## src/rtl/trs_pkg.sv

```systemverilog
// Shared types, constants and helper functions for the triangle rotation sign splitter.
// No dependencies; every other file in rtl imports this package.
package trs_pkg;

  // Sequencing counter and its limits
  localparam int CNT_W = 4;
  localparam logic [CNT_W-1:0] CNT_TRIPLE_LAST = 4'd2;  // last vertex or pair index
  localparam logic [CNT_W-1:0] COMP_LAST       = 4'd8;  // last vertex component
  localparam logic [CNT_W-1:0] EMIT_LAST_PLAIN = 4'd2;
  localparam logic [CNT_W-1:0] EMIT_LAST_SPLIT = 4'd8;

  // Vertex component indexes used by the interpolation sequence
  localparam logic [CNT_W-1:0] COMP_QX = 4'd3;
  localparam logic [CNT_W-1:0] COMP_QW = 4'd6;

  // Normal and dot widths
  localparam int NW    = 20;
  localparam int DOT_W = 42;
  localparam int AX_W  = 34;

  // Divider for the mixing weight
  localparam int DIV_NW = 32;
  localparam int DIV_DW = 16;
  localparam int DIV_CW = $clog2(DIV_NW + 1);
  localparam int ALPHA_W = 17;
  localparam logic [ALPHA_W-1:0] ALPHA_HALF = 17'd32768;

  // Configuration
  localparam int PADDR_W = 3;
  localparam logic REG_THRESHOLD = 1'b0;
  localparam logic signed [15:0] THR_RESET = 16'sd8192;

  typedef struct packed {
    logic signed [31:0] px;
    logic signed [31:0] py;
    logic signed [31:0] pz;
    logic signed [15:0] qx;
    logic signed [15:0] qy;
    logic signed [15:0] qz;
    logic signed [15:0] qw;
    logic signed [15:0] tu;
    logic signed [15:0] tv;
  } vtx_t;

  typedef enum logic [2:0] {
    SRC_V0 = 3'd0,
    SRC_V1 = 3'd1,
    SRC_V2 = 3'd2,
    SRC_MA = 3'd3,
    SRC_MB = 3'd4
  } src_t;

  typedef struct packed {
    src_t       src;
    logic       neg;
    logic [1:0] slot;
    logic       added;
    logic       last;
  } emit_plan_t;

  typedef struct packed {
    logic             load_slot;
    logic             load_last;
    logic             slot;
    logic             norm_en;
    logic             dot_en;
    logic             decide_en;
    logic             div_start;
    logic             alpha_load;
    logic             mul_en;
    logic             acc_en;
    logic             mix_sel;
    logic             emit_load;
    logic [CNT_W-1:0] cnt;
  } ctrl_cmd_t;

  typedef struct packed {
    logic split_now;
    logic split;
    logic div_done;
  } dp_status_t;

  // Saturating negate of one Q2.14 component
  function automatic logic signed [15:0] neg_sat16(input logic signed [15:0] x);
    logic signed [16:0] n;
    n = -{x[15], x};
    if (n > 17'sd32767) return 16'sh7fff;
    return n[15:0];
  endfunction

  function automatic vtx_t negate_q(input vtx_t v);
    vtx_t r;
    r = v;
    r.qx = neg_sat16(v.qx);
    r.qy = neg_sat16(v.qy);
    r.qz = neg_sat16(v.qz);
    r.qw = neg_sat16(v.qw);
    return r;
  endfunction

  function automatic src_t vsrc(input logic [1:0] i);
    src_t s;
    unique case (i)
      2'd0:    s = SRC_V0;
      2'd1:    s = SRC_V1;
      default: s = SRC_V2;
    endcase
    return s;
  endfunction

  // Which vertex goes out at each step of a triangle's output run
  function automatic emit_plan_t emit_plan(input logic split, input logic [1:0] odd,
                                           input logic [CNT_W-1:0] idx);
    emit_plan_t p;
    logic [1:0] nx;
    logic [1:0] pv;
    nx = (odd == 2'd2) ? 2'd0 : odd + 2'd1;
    pv = (odd == 2'd0) ? 2'd2 : odd - 2'd1;
    p.src   = vsrc(idx[1:0]);
    p.neg   = 1'b0;
    p.slot  = idx[1:0];
    p.added = 1'b0;
    p.last  = 1'b0;
    if (!split) begin
      p.last = (idx == EMIT_LAST_PLAIN);
    end else begin
      unique case (idx)
        4'd0, 4'd1, 4'd2: begin
          if (idx[1:0] == nx) begin
            p.src = SRC_MA;
            p.neg = 1'b1;
          end else if (idx[1:0] == pv) begin
            p.src = SRC_MB;
            p.neg = 1'b1;
          end
        end
        4'd3: begin
          p.src = SRC_MA; p.slot = 2'd0; p.added = 1'b1;
        end
        4'd4: begin
          p.src = vsrc(nx); p.slot = 2'd1; p.added = 1'b1;
        end
        4'd5: begin
          p.src = vsrc(pv); p.slot = 2'd2; p.added = 1'b1;
        end
        4'd6: begin
          p.src = SRC_MB; p.slot = 2'd0; p.added = 1'b1;
        end
        4'd7: begin
          p.src = SRC_MA; p.slot = 2'd1; p.added = 1'b1;
        end
        default: begin
          p.src = vsrc(pv); p.slot = 2'd2; p.added = 1'b1; p.last = 1'b1;
        end
      endcase
    end
    return p;
  endfunction

endpackage

```

## src/rtl/trs_ctrl.sv

```systemverilog
// Controller: corner phase, sequencing of normal, dot, divide and interpolation steps,
// and the output word handshake. Depends on trs_pkg.
module trs_ctrl (
  input  logic                clk,
  input  logic                rst,
  input  logic                in_valid,
  output logic                in_stall,
  output logic                out_valid,
  input  logic                out_stall,
  output trs_pkg::ctrl_cmd_t  cmd,
  input  trs_pkg::dp_status_t status
);
  import trs_pkg::*;

  typedef enum logic [8:0] {
    ST_IDLE   = 9'b000000001,
    ST_NORM   = 9'b000000010,
    ST_DOT    = 9'b000000100,
    ST_DECIDE = 9'b000001000,
    ST_DIVGO  = 9'b000010000,
    ST_DIV    = 9'b000100000,
    ST_MUL    = 9'b001000000,
    ST_ACC    = 9'b010000000,
    ST_EMIT   = 9'b100000000
  } state_t;

  state_t           state, state_next;
  logic [CNT_W-1:0] cnt, cnt_next;
  logic [1:0]       corner_phase, corner_phase_next;
  logic             mix_sel, mix_sel_next;
  logic             out_valid_next;
  logic             emit_room;
  logic [CNT_W-1:0] emit_last;

  assign in_stall  = (state != ST_IDLE);
  assign emit_room = !out_valid || !out_stall;
  assign emit_last = status.split ? EMIT_LAST_SPLIT : EMIT_LAST_PLAIN;

  // Next state and commands
  always_comb begin
    state_next        = state;
    cnt_next          = cnt;
    corner_phase_next = corner_phase;
    mix_sel_next      = mix_sel;
    cmd               = '0;
    cmd.cnt           = cnt;
    cmd.mix_sel       = mix_sel;
    unique case (state)
      ST_IDLE: begin
        if (in_valid) begin
          if (corner_phase[1]) begin
            cmd.load_last     = 1'b1;
            corner_phase_next = 2'd0;
            cnt_next          = '0;
            state_next        = ST_NORM;
          end else begin
            cmd.load_slot     = 1'b1;
            cmd.slot          = corner_phase[0];
            corner_phase_next = corner_phase + 2'd1;
          end
        end
      end
      ST_NORM: begin
        cmd.norm_en = 1'b1;
        if (cnt == CNT_TRIPLE_LAST) begin
          cnt_next   = '0;
          state_next = ST_DOT;
        end else begin
          cnt_next = cnt + 1'b1;
        end
      end
      ST_DOT: begin
        cmd.dot_en = 1'b1;
        if (cnt == CNT_TRIPLE_LAST) begin
          cnt_next   = '0;
          state_next = ST_DECIDE;
        end else begin
          cnt_next = cnt + 1'b1;
        end
      end
      ST_DECIDE: begin
        cmd.decide_en = 1'b1;
        mix_sel_next  = 1'b0;
        state_next    = status.split_now ? ST_DIVGO : ST_EMIT;
      end
      ST_DIVGO: begin
        cmd.div_start = 1'b1;
        state_next    = ST_DIV;
      end
      ST_DIV: begin
        if (status.div_done) begin
          cmd.alpha_load = 1'b1;
          cnt_next       = '0;
          state_next     = ST_MUL;
        end
      end
      ST_MUL: begin
        cmd.mul_en = 1'b1;
        state_next = ST_ACC;
      end
      ST_ACC: begin
        cmd.acc_en = 1'b1;
        if (cnt == COMP_LAST) begin
          cnt_next = '0;
          if (mix_sel) begin
            state_next = ST_EMIT;
          end else begin
            mix_sel_next = 1'b1;
            state_next   = ST_DIVGO;
          end
        end else begin
          cnt_next   = cnt + 1'b1;
          state_next = ST_MUL;
        end
      end
      default: begin
        if (emit_room) begin
          cmd.emit_load = 1'b1;
          if (cnt == emit_last) begin
            cnt_next   = '0;
            state_next = ST_IDLE;
          end else begin
            cnt_next = cnt + 1'b1;
          end
        end
      end
    endcase
    out_valid_next = cmd.emit_load ? 1'b1 : (out_valid && out_stall);
  end

  // Advance control registers
  always_ff @(posedge clk) begin
    if (rst) begin
      state        <= ST_IDLE;
      cnt          <= '0;
      corner_phase <= 2'd0;
      mix_sel      <= 1'b0;
      out_valid    <= 1'b0;
    end else begin
      state        <= state_next;
      cnt          <= cnt_next;
      corner_phase <= corner_phase_next;
      mix_sel      <= mix_sel_next;
      out_valid    <= out_valid_next;
    end
  end

  a_phase_range: assert property (@(posedge clk) disable iff (rst)
    corner_phase != 2'd3)
    else $error("corner phase out of range");

  a_cnt_range: assert property (@(posedge clk) disable iff (rst)
    cnt <= COMP_LAST)
    else $error("step counter out of range");

  a_div_wait: assert property (@(posedge clk) disable iff (rst)
    (state == ST_DIV && !status.div_done) |=> state == ST_DIV)
    else $error("left divide wait before quotient ready");

  a_word_source: assert property (@(posedge clk) disable iff (rst)
    $rose(out_valid) |-> $past(state == ST_EMIT))
    else $error("output word raised outside emit step");

endmodule

```

## config.mk

```make
export PLATFORM = sky130hd
export DESIGN_NAME = trs_ctrl
export DESIGN_NICKNAME = d
export VERILOG_FILES = /design/src/rtl/trs_pkg.sv /design/src/rtl/trs_ctrl.sv
export SDC_FILE = /design/constraint.sdc
export NUM_CORES = 1
export LEC_CHECK = 0
export ABC_AREA = 1
export BUFFER_PORTS_ARGS = -buffer_cell sky130_fd_sc_hd__clkbuf_2
export CORE_ASPECT_RATIO = 1.5
export CORE_UTILIZATION = 45
export CTS_BUF_LIST = sky130_fd_sc_hd__clkbuf_4
export DETAILED_ROUTE_END_ITERATION = 16
export GPL_TIMING_DRIVEN = 0
export HOLD_SLACK_MARGIN = 0.15
export PLACE_DENSITY_LB_ADDON = 0.12
export SYNTH_ARGS = -nofsm -noshare
export SYNTH_HDL_FRONTEND = slang
export SYNTH_SLANG_ARGS = --single-unit
```

## constraint.sdc

```tcl
create_clock -name clk -period 1.7 [get_ports clk]
set_clock_uncertainty 0.15 [all_clocks]
set_input_delay 0.17 -clock clk [delete_from_list [all_inputs] [get_ports clk]]
set_output_delay 0.17 -clock clk [all_outputs]
set_load 0.05 [all_outputs]
```

==> run_results.csv <==
group,metric,value,unit
timing,tightest_slew,0.520,ns
yosys,synth_area,1280,µm²
placement,port_buffers,24,
clock_tree,insertion_delay,0.30,ns
yosys,synth-async-reset-ratio,0,%
timing,fin_crit,2.04,ns
global_route,antenna_found_initial,0,
timing,relSlewSlack,65.3,%
floorplanning,coreArea,2680,µm²
floorplanning,die_height,67.4,µm
status,status,"finished with violations",
placement,dp_hpwl,2.42,mm
floorplanning,initial_core_util,47.9,%
power,power_frac_seq,18.8,%
finish,syn_to_final_growth,57.1,%
yosys,synth_nets,223,
timing,maxSlewViolCount,0,
timing,fmax,489,MHz
yosys,ys_top_cells_by_area,"dfxtp_1 (27%), nand2_1 (15%), nor2_1 (11%)",
finish,stdcell_area,2010,µm²
floorplanning,io_pins,25,
floorplanning,rows,23,
power,p_int,1620,µW
floorplanning,dieArea,3070,µm²
detailed_routing,dr.pass1.iters,4,
placement,gp_congestion,0.895,
power,leakage,0.000972,µW
yosys,yosysMostFrequentCell,"nand2_1",
worst_setup_path,cp_max_fo,4,
global_route,grt_use_total,25.0,%
detailed_routing,viasPerCell,5.07,
power,share_comb_of_total_power,74.0,%
yosys,yosys-top-cells-count,"nand2_1 (51), nor2_1 (39), inv_1 (29), dfxtp_1 (17), nand3_1 (15)",
detailed_routing,wl_per_cell,13.3,µm
finish,layout.nets,268,
power,peakVddDrop,0.00102,V
global_route,grt_max_degree,11,
yosys,synth_top_area_cell,"dfxtp_1",
worst_setup_path,rrSetupSlack,-0.26,ns
power,power_density,1720,nW/µm²
worst_setup_path,crit_arrival,1.72,ns
placement,dpl_cell_area,1490,µm²
worst_setup_path,regToRegEndpoint,"state[6]$_SDFFE_PP0P_",
placement,dp_slack,-0.304,ns
status,violations,"setup timing",
worst_setup_path,critical_path_class,"flip-flop to primary output",
timing,final.period_utilization,120,%
detailed_routing,drc_errors,0,
worst_setup_path,worst-r2r-cell-count,13,
yosys,synth_top_area_share,26.6,%
worst_setup_path,crit_path_end_kind,"primary output",
timing,worst_slack,-0.345,ns
timing,rsz0062_at_grt,"yes",
yosys,synth_top_flop_cell,"dfxtp_1",
yosys,avgSynthCellArea,6.02,µm²
yosys,synth_edf_count,0,
hold_path,worstHoldPathType,"input pin to flip-flop",
timing,setup_violations,23,
power,clockPowerShare,7.2,%
floorplanning,die_w,45.6,µm
power,p_sw_share,53.1,%
power,power.switching,1840,µW
detailed_routing,drt_iter0_drc,56,
detailed_routing,vias,1492,
clock_tree,cts_inserted_buffers,3,
yosys,ys_seq_elements,17,
yosys,yosysSeqAreaShare,26.6,%
detailed_routing,wl,3.91,mm
worst_setup_path,crit_path_start_kind,"flip-flop",
worst_setup_path,startpoint,"state[2]$_SDFFE_PP0P_",
worst_setup_path,r2r-start,"state[2]$_SDFFE_PP0P_",
worst_setup_path,crit_required,1.38,ns
clock_tree,htree_num_levels,1,
timing,hold_viol,0,
detailed_routing,ant_nets,0,
worst_setup_path,crit_end,"cmd[13]",
yosys,synth_cell_types,27,
global_route,grt-ovfl-total,0,
clock_tree,max-clock-path-buffers,2,
job,max_cap_viol_count,0,
clock_tree,clkSlewWorstSetupHoldPaths,0.11,ns
finish,n_fill_cell,214,
timing,tns,-4.70,ns
global_route,grt_pass1_vias,1291,
clock_tree,cts_tree,"done",
finish,drive_gt1_share,44.7,%
finish,n_antenna_cell,0,
yosys,synthCells,213,
clock_tree,clock-sinks,17,
clock_tree,clockRootBuffer,"clkbuf_4",
yosys,yosysWarningCount,0,
global_route,grt_pass1_wl,5.58,mm
## routing by layer
layer,global-route usage (%),wire length [µm],vias to the layer above
met5,0,0,-
met4,7.95,107,0
met3,2.41,86,9
met2,49.8,2270,31
met1,25.5,1450,701
li1,-,-,751
## cell usage in the layout, fill, tap and decap left out, types with 8 or more instances in the layout
master	count
nand2_1	43
nor2_1	24
inv_1	21
nor2_4	15
nand3_1	12
clkbuf_2	12
a21oi_1	11
buf_4	10
dfxtp_2	10
inv_2	8
nand2_2	8
## kinds of logic (layout without fill, tap and decap cells)
family / Yosys count / in the layout / share of synthesized area (%)
XOR/XNOR: 1 / 1 / 0.684
adder cells (fa/ha/maj): 3 / 3 / 2.93
AND/OR/NAND/NOR: 129 / 129 / 46.1
flip-flops: 17 / 17 / 26.6
buffers and inverters: 39 / 83 / 13.0
AO/OA/AOI/OAI: 24 / 24 / 10.7
## flip-flops by register name, summed over array words and instances (netlist names)
name,count
state,9
out_valid,1
mix_sel,1
cnt,4
corner_phase,2
## area by class of cell
class	instances	area [µm²]	share of cell area (%)
flip-flops and latches	17	368	18.3
repair buffers	40	418	20.8
multi-input cells	157	966	48.0
well taps	37	46.3	2.30
clock buffers	4	30.0	1.49
plain buffers	6	50.0	2.49
inverters	33	135	6.71
## power by group through the flow
stage	Sequential, µW	Combinational (µW)	Clock [µW]
6_report	651	2560	248
5_1_grt	667	2770	270
4_1_cts	639	2360	248
3_5_place_dp	619	1820	0
3_3_place_gp	618	1810	0
2_1_floorplan	700	1410	0
## worst max-delay path, cell delays in order (launching register included)
cell and delay [ns]:
dfxtp_4 0.38, nor2_4 0.19, nand3_2 0.12, nor2_4 0.23, inv_4 0.07, nor2_4 0.11, nand2_4 0.08, nor2_4 0.09
buf_8 0.15
## what timing repair did
item / in CTS / in global routing
cloned: 1 / 1
hold buffers: 4 / 0
setup buffers: 8 / 2
resized for setup: 74 / 33
setup endpoints to repair: 23 / 25
endpoints found under the hold margin: 9 / 0
pin swaps: 12 / 14
## worst min path at each step
stage / startpoint / end / slack, ns / cells past startpoint
6_report: status[1] / state[0]$_SDFFE_PP1P_ / 0.26 / 6
5_1_grt: status[1] / state[0]$_SDFFE_PP1P_ / 0.37 / 6
4_1_cts: status[1] / state[0]$_SDFFE_PP1P_ / 0.26 / 6
3_5_place_dp: rst / cnt[3]$_SDFFE_PP0P_ / 0.27 / 2
3_3_place_gp: rst / cnt[3]$_SDFFE_PP0P_ / 0.27 / 2
2_1_floorplan: rst / cnt[2]$_SDFFE_PP0P_ / 0.08 / 1
## stage by stage
stage / std cells / hold WS [ns] / total power [µW] / util [%]
6_report: 294 / 0.256 / 3460 / 75.2
5_1_grt: 294 / 0.367 / 3710 / 75.2
4_1_cts: 291 / 0.263 / 3250 / 71.7
3_5_place_dp: 274 / 0.275 / 2440 / 55.7
3_3_place_gp: 274 / 0.275 / 2430 / 55.7
2_1_floorplan: 213 / 0.0817 / 2110 / -
Power figures use the tool's default switching activity.
